[src/hw/rtl/bwsc_pkg.sv]
// Shared types and constants of the Bark-weighted spectral centroid block
package bwsc_pkg;

   localparam int BINS_DEFAULT = 1024;
   localparam int QUEUE_DEPTH  = 2;

   localparam int INDEX_W    = 10;
   localparam int UNIT_W     = 16;
   localparam int WEIGHT_W   = 14;
   localparam int MAG_W      = 12;
   localparam int CENTROID_W = 16;

   localparam int ENTRY_W = UNIT_W + WEIGHT_W;
   localparam int SQ_W    = 2 * MAG_W;
   localparam int PW_W    = SQ_W + WEIGHT_W;
   localparam int PWU_W   = PW_W + UNIT_W;
   localparam int PWS_W   = 48;
   localparam int WUS_W   = 64;

   localparam logic ACT_TABLE = 1'b0;
   localparam logic ACT_BIN   = 1'b1;

   typedef struct packed {
      logic [MAG_W-1:0]    magnitude;
      logic [UNIT_W-1:0]   bark_unit;
      logic [WEIGHT_W-1:0] bark_weight;
      logic                last;
   } bin_item_type;

   typedef struct packed {
      logic full;
      logic empty;
   } queue_status_type;

endpackage

[src/hw/rtl/bwsc_queue.sv]
// Short queue between the front and back parts
module bwsc_queue #(
   parameter int DEPTH = bwsc_pkg::QUEUE_DEPTH
) (
   input  logic                       clock,
   input  logic                       reset,
   input  logic                       push,
   input  bwsc_pkg::bin_item_type     push_item,
   input  logic                       pop,
   output bwsc_pkg::bin_item_type     pop_item,
   output bwsc_pkg::queue_status_type status
);

   localparam int PW = (DEPTH > 1) ? $clog2(DEPTH) : 1;
   localparam int NW = $clog2(DEPTH + 1);

   bwsc_pkg::bin_item_type entries_ff [DEPTH];
   logic [PW-1:0]          wr_ptr_ff;
   logic [PW-1:0]          wr_ptr_in;
   logic [PW-1:0]          rd_ptr_ff;
   logic [PW-1:0]          rd_ptr_in;
   logic [NW-1:0]          count_ff;
   logic [NW-1:0]          count_in;

   assign status.full  = (count_ff == NW'(DEPTH));
   assign status.empty = (count_ff == '0);
   assign pop_item     = entries_ff[rd_ptr_ff];

   always_comb begin
      wr_ptr_in = wr_ptr_ff;
      rd_ptr_in = rd_ptr_ff;
      count_in  = count_ff;
      if (push) begin
         wr_ptr_in = (wr_ptr_ff == PW'(DEPTH - 1)) ? '0 : wr_ptr_ff + PW'(1);
      end
      if (pop) begin
         rd_ptr_in = (rd_ptr_ff == PW'(DEPTH - 1)) ? '0 : rd_ptr_ff + PW'(1);
      end
      if (push && !pop) begin
         count_in = count_ff + NW'(1);
      end else if (pop && !push) begin
         count_in = count_ff - NW'(1);
      end
   end

   always_ff @(posedge clock) begin
      if (reset) begin
         wr_ptr_ff <= '0;
         rd_ptr_ff <= '0;
         count_ff  <= '0;
      end else begin
         wr_ptr_ff <= wr_ptr_in;
         rd_ptr_ff <= rd_ptr_in;
         count_ff  <= count_in;
      end
   end

   always_ff @(posedge clock) begin
      if (push) begin
         entries_ff[wr_ptr_ff] <= push_item;
      end
   end

endmodule

[config.mk]
export PLATFORM = sky130hd
export DESIGN_NAME = bwsc_queue
export DESIGN_NICKNAME = d
export VERILOG_FILES = /design/src/hw/rtl/bwsc_pkg.sv /design/src/hw/rtl/bwsc_queue.sv
export SDC_FILE = /design/constraint.sdc
export NUM_CORES = 1
export LEC_CHECK = 0
export ABC_AREA = 1
export BUFFER_PORTS_ARGS = -buffer_cell sky130_fd_sc_hd__buf_2
export CAP_MARGIN = 20
export CORE_UTILIZATION = 56
export CTS_CLUSTER_DIAMETER = 40
export DETAILED_ROUTE_END_ITERATION = 10
export HOLD_SLACK_MARGIN = 0.02
export PLACE_DENSITY = 0.82
export SLEW_MARGIN = 20
export SYNTH_ARGS = -nofsm -noshare
export SYNTH_HDL_FRONTEND = slang
export SYNTH_SLANG_ARGS = --single-unit
[constraint.sdc]
create_clock -name clock -period 6.7 [get_ports clock]
set_input_delay 0.335 -clock clock [delete_from_list [all_inputs] [get_ports clock]]
set_output_delay 0.335 -clock clock [all_outputs]
set_load 0.02 [all_outputs]
==> flow_summary.toml <==
[run_status]
status = "finished, final reports clean"

[setup_path]
r2r_start = "wr_ptr_ff"
regToRegSetupSlack_ns = 5.10
cp.arrival_ns = 2.07
path_max_fanout = 27
r2r_end = "entries_ff[0][13]"
critPathLaunchType = "register"
r2r.worst_path.cells = 2
required_ns = 6.36
end_kind = "output port"
crit_type = "register to output port"

[clock_tree]
cts_hold_buf = 0
cts_inserted_buffers = 9
clk_path_buf_depth = 2
clock_latency_ns = 0.34
clk_pin_slew_ns = 0.08
root_buffer = "clkbuf_8"
cts_resized = 0
clock_sinks = 91
cts_tree = "done"
htreeDepth = 3
post_cts_buffers = 0

[synthesis]
netlist_top_cells_area = "edfxtp_1, mux2_4, dfxtp_1"
synth_seq_area_share = 0.759
ys_ff_latch = 91
syn_nets = 215
synth_warnings = 0
synthDistinctLibCells = 16
mappedNetlistArea_um2 = 3530
synth_top_cell_by_area = "edfxtp_1"
syn_avg_cell_area_um2 = 21.2
synth_cells = 167
synth_top_area_frac = 0.731

[timing]
period_minus_slack_ns = 2.40
setup_viol = 0
final-hold-violation-count = 0
fin_tns_setup_ns = 0
grt_setup_unrepaired = "no"
finalCritPeriodShare = 0.358
slew_headroom = 0.380
tightest_slew_ns = 0.929
clock_skew_ns = 0.00723
max_freq_mhz = 417
maxSlewViolCount = 0

[routing]
wl_per_cell_um = 15.9
wl_um = 5500
drtAntennaViolNets = 0
dr.first_iter.drc_count = 81
vias_per_cell = 5.08
firstDrtPassIters = 4
route.detailed.drc = 0
vias = 1757

[job]
max-cap-violations = 0

[global_routing]
grt-ovfl-total = 0
grt_max_degree = 45
antenna_found_initial = 0
grt_pass1_wl_um = 8220
grtUsageTotal = 0.176
grt_pass1_vias = 1757

[layout]
syn2layout_area_growth_pct = 19.5
n_fill_cell = 386
diodes = 0
nets = 314
fin_cells = 346
finish.utilization = 0.705
layout-drive-gt1-share = 0.565

[place]
dp.cells = 330
place.gp.congestion = 0.682
hpwl_um = 3800
port_buffers = 91

[pwr]
ir_drop_v = 0.000173
p_leak_nw = 1.72
pwr_density_cell_nw_per_um2 = 289

[worst_hold_path]
hold_depth = 1
min_from = "push_item[31]"
min_path_type = "primary input to register"
hold_end = "entries_ff[0][31]"

[floorplan]
initial_utilization = 0.590
die_height_um = 81.4
die_w_um = 81.4
ios = 92
die_area_um2 = 6630
rows = 28
fp.coreArea_um2 = 5990
## logic make-up after synthesis
kind of cell,Yosys count,share of synthesized area
flip-flops,91,0.759
multiplexers,43,0.179
AND/OR/NAND/NOR,15,0.0173
buffers and inverters,14,0.0354
AO/OA/AOI/OAI,2,0.00283
XOR/XNOR,1,0.00248
adder cells (fa/ha/maj),1,0.00354
## cell usage in the layout (no fill, tap or decap)
| cell type | instances |
|---|---|
| a21oi_1 | 1 |
| buf_2 | 91 |
| buf_4 | 2 |
| bufinv_16 | 2 |
| clkbuf_1 | 2 |
| clkbuf_8 | 9 |
| clkinv_2 | 2 |
| clkinvlp_4 | 1 |
| dfxtp_1 | 4 |
| dfxtp_2 | 1 |
| edfxtp_1 | 86 |
| ha_1 | 1 |
| inv_1 | 8 |
| inv_2 | 1 |
| mux2_2 | 3 |
| mux2_4 | 40 |
| nand2_1 | 5 |
| nand3_1 | 1 |
| nand4_1 | 1 |
| nor2_1 | 6 |
| nor2_4 | 1 |
| nor3_1 | 1 |
| o21ai_0 | 1 |
| xnor2_1 | 1 |
## worst max-delay path: stages, from the launching register on
cell and delay [ns]:
dfxtp_2 0.67, buf_4 0.53, mux2_4 0.35, buf_2 0.16
## synth_stat cells
| cell type | number |
|---|---|
| edfxtp_1 | 86 |
| mux2_4 | 40 |
| inv_1 | 9 |
| nor2_1 | 7 |
| dfxtp_1 | 5 |
| nand2_1 | 5 |
| buf_12 | 4 |
| mux2_2 | 3 |
| a21oi_1 | 1 |
| buf_6 | 1 |
| ha_1 | 1 |
| nand3_1 | 1 |
| nand4_1 | 1 |
| nor3_1 | 1 |
| o21ai_0 | 1 |
| xnor2_1 | 1 |
## stage by stage
step | hold WS (ns) | area [um2] | power [W] | setup slack, ns
final | 0.178 | 4230 | 0.00122 | 4.30
after global routing | 0.163 | 4230 | 0.00126 | 4.19
after CTS | 0.160 | 4230 | 0.00123 | 4.26
after detailed placement | 0.519 | 4020 | 0.000849 | 4.65
after global placement | 0.495 | 4020 | 0.000843 | 4.66
after floorplan | 0.407 | 3530 | 0.000803 | 4.07
## per-layer routing
metal	wire, um	global-route usage	up-vias
met5	0	0	-
met4	98	0.0964	0
met3	352	0.0511	10
met2	2820	0.285	61
met1	2230	0.214	856
li1	-	-	830
## worst max path at each step
stage | cells past startpoint | slack [ns] | end | start
6_report | 3 | 4.30 | pop_item[11] | register
5_1_grt | 3 | 4.19 | pop_item[11] | register
4_1_cts | 3 | 4.26 | pop_item[11] | register
3_5_place_dp | 3 | 4.65 | pop_item[11] | register
3_3_place_gp | 3 | 4.66 | pop_item[7] | register
2_1_floorplan | 2 | 4.07 | entries_ff[0][0] | push
## cell type report
cell class | count | area [um2] | share of cell area
Tap cell | 75 | 93.8 | 0.0222
Clock inverter | 5 | 77.6 | 0.0184
Timing Repair Buffer | 93 | 470 | 0.111
Multi-Input combinational cell | 62 | 734 | 0.174
Clock buffer | 11 | 131 | 0.0311
Sequential cell | 91 | 2680 | 0.635
Inverter | 9 | 33.8 | 0.00800
## flip-flops by register name, indices dropped and copies added (netlist names), named ones only
name and cells:
count_ff 2, entries_ff 86, rd_ptr_ff 1, wr_ptr_ff 1
## report_power, final
group          switching, W  internal (W)  total [W]
combinational     0.0000878     0.0000755   0.000163
clock              0.000176      0.000209   0.000386
sequential        0.0000137      0.000657   0.000670
Power figures use the tool's default switching activity.
