## src/hw/rtl/bwsc_pkg.sv

```systemverilog
// Shared types and constants of the Bark-weighted spectral centroid block
package bwsc_pkg;

   localparam int BINS_DEFAULT = 1024;
   localparam int QUEUE_DEPTH  = 2;

   localparam int INDEX_W    = 10;
   localparam int UNIT_W     = 16;
   localparam int WEIGHT_W   = 14;
   localparam int MAG_W      = 12;
   localparam int CENTROID_W = 16;

   localparam int ENTRY_W = UNIT_W + WEIGHT_W;
   localparam int SQ_W    = 2 * MAG_W;
   localparam int PW_W    = SQ_W + WEIGHT_W;
   localparam int PWU_W   = PW_W + UNIT_W;
   localparam int PWS_W   = 48;
   localparam int WUS_W   = 64;

   localparam logic ACT_TABLE = 1'b0;
   localparam logic ACT_BIN   = 1'b1;

   typedef struct packed {
      logic [MAG_W-1:0]    magnitude;
      logic [UNIT_W-1:0]   bark_unit;
      logic [WEIGHT_W-1:0] bark_weight;
      logic                last;
   } bin_item_type;

   typedef struct packed {
      logic full;
      logic empty;
   } queue_status_type;

endpackage

```

## src/hw/rtl/bwsc_rsp_if.sv

```systemverilog
// Response channel: frame centroid and silent flag
interface bwsc_rsp_if;
   logic                            valid;
   logic                            ready;
   logic [bwsc_pkg::CENTROID_W-1:0] centroid;
   logic                            silent;

   modport source (
      output valid, centroid, silent,
      input  ready
   );
   modport sink (
      input  valid, centroid, silent,
      output ready
   );
endinterface

```

## src/hw/rtl/bwsc_back.sv

```systemverilog
// Back part: multiply-accumulate pipeline, centroid divider and response register
module bwsc_back (
   input  logic                       clock,
   input  logic                       reset,
   input  bwsc_pkg::queue_status_type qstat,
   input  bwsc_pkg::bin_item_type     pop_item,
   output logic                       pop,
   bwsc_rsp_if.source                 rsp
);

   localparam int QW = bwsc_pkg::CENTROID_W;
   localparam int SW = $clog2(QW);
   localparam int PS = bwsc_pkg::PWS_W;
   localparam int WS = bwsc_pkg::WUS_W;

   localparam logic [1:0] ST_RUN    = 2'd0;
   localparam logic [1:0] ST_CHECK  = 2'd1;
   localparam logic [1:0] ST_DIVIDE = 2'd2;
   localparam logic [1:0] ST_DONE   = 2'd3;

   logic [1:0]                      state_ff;
   logic [1:0]                      state_in;
   logic                            p1_valid_ff;
   logic                            p2_valid_ff;
   logic                            p3_valid_ff;
   logic                            p1_last_ff;
   logic                            p2_last_ff;
   logic                            p3_last_ff;
   logic [bwsc_pkg::SQ_W-1:0]       p1_sq_ff;
   logic [bwsc_pkg::UNIT_W-1:0]     p1_unit_ff;
   logic [bwsc_pkg::WEIGHT_W-1:0]   p1_weight_ff;
   logic [bwsc_pkg::PW_W-1:0]       p2_pw_ff;
   logic [bwsc_pkg::UNIT_W-1:0]     p2_unit_ff;
   logic [bwsc_pkg::PW_W-1:0]       p3_pw_ff;
   logic [bwsc_pkg::PWU_W-1:0]      p3_pwu_ff;
   logic [PS-1:0]                   pws_ff;
   logic [PS-1:0]                   pws_in;
   logic [WS-1:0]                   wus_ff;
   logic [WS-1:0]                   wus_in;
   logic [PS-1:0]                   rem_ff;
   logic [PS-1:0]                   rem_in;
   logic [QW-1:0]                   low_ff;
   logic [QW-1:0]                   low_in;
   logic [SW-1:0]                   step_ff;
   logic [SW-1:0]                   step_in;
   logic                            silent_res_ff;
   logic                            silent_res_in;
   logic                            out_valid_ff;
   logic                            out_valid_in;
   logic [QW-1:0]                   centroid_ff;
   logic [QW-1:0]                   centroid_in;
   logic                            silent_ff;
   logic                            silent_in;
   logic                            last_in_flight;
   logic [PS:0]                     trial;
   logic [PS:0]                     diff;
   logic                            qbit;

   assign last_in_flight = (p1_valid_ff && p1_last_ff) || (p2_valid_ff && p2_last_ff)
                           || (p3_valid_ff && p3_last_ff);
   assign pop = !qstat.empty && (state_ff == ST_RUN) && !last_in_flight;

   assign rsp.valid    = out_valid_ff;
   assign rsp.centroid = centroid_ff;
   assign rsp.silent   = silent_ff;

   assign trial = {rem_ff, low_ff[QW-1]};
   assign diff  = trial - {1'b0, pws_ff};
   assign qbit  = !diff[PS];

   always_comb begin
      state_in      = state_ff;
      pws_in        = pws_ff;
      wus_in        = wus_ff;
      rem_in        = rem_ff;
      low_in        = low_ff;
      step_in       = step_ff;
      silent_res_in = silent_res_ff;
      out_valid_in  = out_valid_ff && !rsp.ready;
      centroid_in   = centroid_ff;
      silent_in     = silent_ff;
      case (state_ff)
         ST_RUN: begin
            if (p3_valid_ff) begin
               pws_in = pws_ff + PS'(p3_pw_ff);
               wus_in = wus_ff + WS'(p3_pwu_ff);
               if (p3_last_ff) begin
                  state_in = ST_CHECK;
               end
            end
         end
         ST_CHECK: begin
            if (pws_ff == '0) begin
               low_in        = '0;
               silent_res_in = 1'b1;
               state_in      = ST_DONE;
            end else if (wus_ff[WS-1:QW] >= pws_ff) begin
               low_in        = '1;
               silent_res_in = 1'b0;
               state_in      = ST_DONE;
            end else begin
               rem_in        = wus_ff[WS-1:QW];
               low_in        = wus_ff[QW-1:0];
               step_in       = SW'(QW - 1);
               silent_res_in = 1'b0;
               state_in      = ST_DIVIDE;
            end
         end
         ST_DIVIDE: begin
            rem_in = qbit ? diff[PS-1:0] : trial[PS-1:0];
            low_in = {low_ff[QW-2:0], qbit};
            if (step_ff == '0) begin
               state_in = ST_DONE;
            end else begin
               step_in = step_ff - SW'(1);
            end
         end
         ST_DONE: begin
            if (!out_valid_ff || rsp.ready) begin
               out_valid_in = 1'b1;
               centroid_in  = low_ff;
               silent_in    = silent_res_ff;
               pws_in       = '0;
               wus_in       = '0;
               state_in     = ST_RUN;
            end
         end
         default: begin
            state_in = ST_RUN;
         end
      endcase
   end

   always_ff @(posedge clock) begin
      if (reset) begin
         state_ff     <= ST_RUN;
         pws_ff       <= '0;
         wus_ff       <= '0;
         out_valid_ff <= 1'b0;
         p1_valid_ff  <= 1'b0;
         p2_valid_ff  <= 1'b0;
         p3_valid_ff  <= 1'b0;
      end else begin
         state_ff     <= state_in;
         pws_ff       <= pws_in;
         wus_ff       <= wus_in;
         out_valid_ff <= out_valid_in;
         p1_valid_ff  <= pop;
         p2_valid_ff  <= p1_valid_ff;
         p3_valid_ff  <= p2_valid_ff;
      end
   end

   always_ff @(posedge clock) begin
      p1_sq_ff      <= bwsc_pkg::SQ_W'(pop_item.magnitude)
                       * bwsc_pkg::SQ_W'(pop_item.magnitude);
      p1_unit_ff    <= pop_item.bark_unit;
      p1_weight_ff  <= pop_item.bark_weight;
      p1_last_ff    <= pop_item.last;
      p2_pw_ff      <= bwsc_pkg::PW_W'(p1_sq_ff) * bwsc_pkg::PW_W'(p1_weight_ff);
      p2_unit_ff    <= p1_unit_ff;
      p2_last_ff    <= p1_last_ff;
      p3_pwu_ff     <= bwsc_pkg::PWU_W'(p2_pw_ff) * bwsc_pkg::PWU_W'(p2_unit_ff);
      p3_pw_ff      <= p2_pw_ff;
      p3_last_ff    <= p2_last_ff;
      rem_ff        <= rem_in;
      low_ff        <= low_in;
      step_ff       <= step_in;
      silent_res_ff <= silent_res_in;
      centroid_ff   <= centroid_in;
      silent_ff     <= silent_in;
   end

endmodule

```

## src/flat_wrapper.sv

```systemverilog
// flat-port wrapper written by rule: the top's interface ports become plain ports
module bwsc_back_flat 
  (clock, reset, qstat, pop_item, pop, rsp_valid, rsp_centroid, rsp_silent, rsp_ready);
  bwsc_rsp_if rsp_i ();
  input  logic clock;
  input  logic reset;
  input  bwsc_pkg::queue_status_type qstat;
  input  bwsc_pkg::bin_item_type pop_item;
  output logic pop;
  output wire logic [$bits(rsp_i.valid)-1:0] rsp_valid;
  output wire logic [$bits(rsp_i.centroid)-1:0] rsp_centroid;
  output wire logic [$bits(rsp_i.silent)-1:0] rsp_silent;
  input wire logic [$bits(rsp_i.ready)-1:0] rsp_ready;
  assign rsp_valid = rsp_i.valid;
  assign rsp_centroid = rsp_i.centroid;
  assign rsp_silent = rsp_i.silent;
  assign rsp_i.ready = rsp_ready;
  bwsc_back u_core (.clock(clock), .reset(reset), .qstat(qstat), .pop_item(pop_item), .pop(pop), .rsp(rsp_i));
endmodule
```

## config.mk

```make
export PLATFORM = sky130hd
export DESIGN_NAME = bwsc_back_flat
export DESIGN_NICKNAME = d
export VERILOG_FILES = /design/src/hw/rtl/bwsc_pkg.sv /design/src/hw/rtl/bwsc_rsp_if.sv /design/src/hw/rtl/bwsc_back.sv /design/src/flat_wrapper.sv
export SDC_FILE = /design/constraint.sdc
export NUM_CORES = 2
export LEC_CHECK = 0
export BUFFER_PORTS_ARGS = -buffer_cell sky130_fd_sc_hd__buf_2
export CAP_MARGIN = 20
export CORE_ASPECT_RATIO = 1.75
export CORE_MARGIN = 2
export CORE_UTILIZATION = 50
export DETAILED_ROUTE_END_ITERATION = 8
export GPL_TIMING_DRIVEN = 0
export PLACE_DENSITY = 0.74
export SLEW_MARGIN = 10
export SYNTH_ARGS = -nofsm -noshare
export SYNTH_HDL_FRONTEND = slang
export SYNTH_SLANG_ARGS = --single-unit
```

## constraint.sdc

```tcl
create_clock -name clock -period 15.3 [get_ports clock]
set_input_delay 3.825 -clock clock [delete_from_list [all_inputs] [get_ports clock]]
set_output_delay 3.825 -clock clock [all_outputs]
set_load 0.005 [all_outputs]
```

==> results.md <==
- Outcome: completed
- Post-synth ARST share: 0%
- Setup CP Type: flop to flop
- Seq cells post-synth: 406
- Buffers on Ports: 62
- CTS Buf Count: 42
- Total gr overflow: 0
- Sequential cell area: about 0.0090 mm²
- Layout area overhead: 6.87%
- CP dominant cell by count: fa_1
- Bufs on Longest Clock Path: 3
- Netlist cell types: slightly below 90
- Via density per instance: around 5.7
- Antenna violations before repair: 6
- Crit share post-route: 60.0%
- Post-CTS Hold Buffers: 0
- CTS clk-pin slew, worst paths: approximately 0.06 ns
- Final slew viol count: 0
- Final Instance Area: between 0.05 and 0.06 mm²
- Final setup margin: ~6 ns
- Crit path capture type: flop
- Via count: about 42000
- Setup TNS: 0 ns
- Commonest non-fill, non-tap cell in the layout: inv_1
- Drt wl/cell: between 20 and 25 µm
- Slew @ Worst Pin: about 1.3 ns
- Achievable frequency: about 110 MHz
- Ys flop type: dfxtp_1
- Root buffer cell: clkbuf_16
- Fillers: between 9000 and 10000
- Bufs and invs on worst path: 8
- Warnings, synthesis: 0
- I/O pins: between 60 and 70
- Hold WC Path Type: flop to flop
- Initial Util: between 50 and 60%
- Post_cts resized: 0
- Clk_skew: around 0.038 ns
- Worst EP required: between 15 and 20 ns
- CP max FO: 10
- Pre-antenna DRT Iters: 6
- # DRC: 0
- Worst R2R Setup Slack: around 6.1 ns
- Final WL: 159000 µm
- Worst Hold Launch: u_core.p1_unit_ff[4]
- Worst Setup Start Kind: flop
- Max-slew headroom: ~16%
- Min Tclk post-route: between 9 and 10 ns
- Clk sinks: 406
- EDFF count, synth: 86
- Worst-Skew Late Latency: 0.65 ns
- Std cell rows: ~160
- GP Congestion: slightly above 1
- Nets: roughly 7400
- DP HPWL: 132000 µm
- Largest net degree at the start of global routing: 31
- Crit path max-delay family: adder cells
- Mapped Cells: 5937
- WHS Path Cells: 0
- Cell depth of the worst flop-to-flop path: 28
- Largest stage delay, worst path: approximately 0.81 ns
- Worst Hold Path EP: u_core.p2_unit_ff[4]
- Worst hold slack: 0.325 ns
- Most frequent cells in the layout: 1022 x inv_1, 837 x fa_1, 774 x nand2_1
- Final Hold Fails: 0
- Die Area: roughly 0.11 mm²
- First-pass GRT wire length: approximately 250000 µm
- Initial DRC count: approximately 2300
- GRT Total Usage: 29.4%
- RSZ-0062 raised after global routing: false
- CP max stage cell: clkbuf_1
- MaxCap Viol Count: 0
- FF-to-FF Start: u_core.p2_unit_ff[3]
- Die Span Y: between 400 and 500 µm
- H-tree levels: 2
- Multi-input logic area: slightly below 0.04 mm²
- Cell Area, Synth: ~0.053 mm²
- Setup repair bufs after CTS: 0
- Core ar.: 0.106 mm²
- Final setup fails: 0
- CTS tree: done
- Dpl cell area: 0.0555 mm²
- Sequential area share after synthesis: 16.8%
- Post-DRT Antenna Nets: 0
- Syn avg cell area: 8.99 µm²
- Worst slack at placement: between 5 and 6 ns
- Die width: 251 µm
- Share of cells above drive strength 1: under 10%
- Data arrival, critical path: between 9 and 10 ns
- Vias in the first global route: between 40000 and 50000
- RR Endpoint: u_core.p3_pwu_ff[53]
cells by family (layout without fill, tap and decap cells):
logic type      after synthesis  after routing  share of synthesized area [%]
other cells                   2              9                         0.0141
flops                       406            406                           16.8
xor+xnor                    242            242                           3.97
mux                          52             52                          0.996
simple gates               1697           1697                           15.0
compound gates              927            927                           11.4
buf+inv                    1299           1449                           9.27
fa+ha+maj                  1312           1312                           42.5
worst max path at each step:
| stage | startpoint | endpoint | cells past startpoint |
|---|---|---|---|
| after floorplan | pop_item[35] | u_core.p1_sq_ff[23] | 21 |
| after global placement | pop_item[36] | u_core.p1_sq_ff[22] | 22 |
| after CTS | u_core.p2_unit_ff[3] | u_core.p3_pwu_ff[53] | 28 |
| after detailed placement | pop_item[36] | u_core.p1_sq_ff[22] | 22 |
| after global routing | u_core.p2_unit_ff[6] | u_core.p3_pwu_ff[53] | 27 |
| final | u_core.p2_unit_ff[3] | u_core.p3_pwu_ff[53] | 28 |
per-stage QoR:
stage,utilization [%],std cells
after floorplan,-,5942
after global placement,52.3,7364
after detailed placement,52.4,7367
after CTS,53.8,7445
after global routing,53.9,7453
final,53.9,7454
routing by layer:
metal	share of wire, %	vias to the layer above	GRT usage [%]	wire length (µm)
met5	0.034	-	0	54
li1	-	19102	-	-
met4	12	8	28.2	19500
met3	5.4	741	4.54	8510
met1	31	20704	27.4	49600
met2	51	1562	53.7	81000
cell usage after synthesis (all sizes together), types with 6 or more instances:
master	instances	share of area, %
and2	379	4.4
nor2b	38	0.45
a31o	6	0.11
inv	1022	7.2
mux2i	43	0.81
a41oi	8	0.15
a31oi	35	0.44
nor3	37	0.37
nand2	774	5.4
xnor2	157	2.6
buf	16	0.25
and3	22	0.26
xor2	85	1.4
nand4	48	0.56
ha	475	11
a22oi	50	0.70
a211oi	12	0.17
nand3	59	0.55
o21a	29	0.41
edfxtp	86	4.8
nor4	16	0.19
o31ai	17	0.26
or2	9	0.11
a21boi	10	0.14
clkbuf	261	1.8
o31a	9	0.15
and4	9	0.15
nor2	243	1.7
a221o	8	0.15
a2111oi	8	0.18
mux2	9	0.19
dfxtp	320	12
o21bai	28	0.39
o21ai	159	1.5
nand2b	32	0.37
a22o	38	0.62
a221oi	12	0.22
or3	14	0.16
a21o	169	2.4
a21oi	284	2.7
fa	837	31
flip-flops by register name, indices dropped and copies added (netlist names), 2 cells and up:
name                 count
u_core.wus_ff           64
u_core.p3_pwu_ff        54
u_core.pws_ff           48
u_core.rem_ff           48
u_core.p2_pw_ff         38
u_core.p3_pw_ff         38
u_core.p1_sq_ff         23
u_core.low_ff           16
u_core.p1_unit_ff       16
u_core.p2_unit_ff       16
u_core.rsp.centroid     16
u_core.p1_weight_ff     14
u_core.step_ff           4
u_core.state_ff          2
final cells by class:
class	instances	share of cell area [%]
Multi-Input combinational cell	4237	69.2
Buffer	277	1.96
Timing Repair Buffer	72	0.750
Clock inverter	22	0.410
Clock buffer	56	2.23
Tap cell	1360	2.98
Inverter	1022	6.72
Antenna cell	2	0.00877
Sequential cell	406	15.8
Power is not shown: default switching activity piles up to over one toggle a cycle in this logic, so the estimate is an artifact.
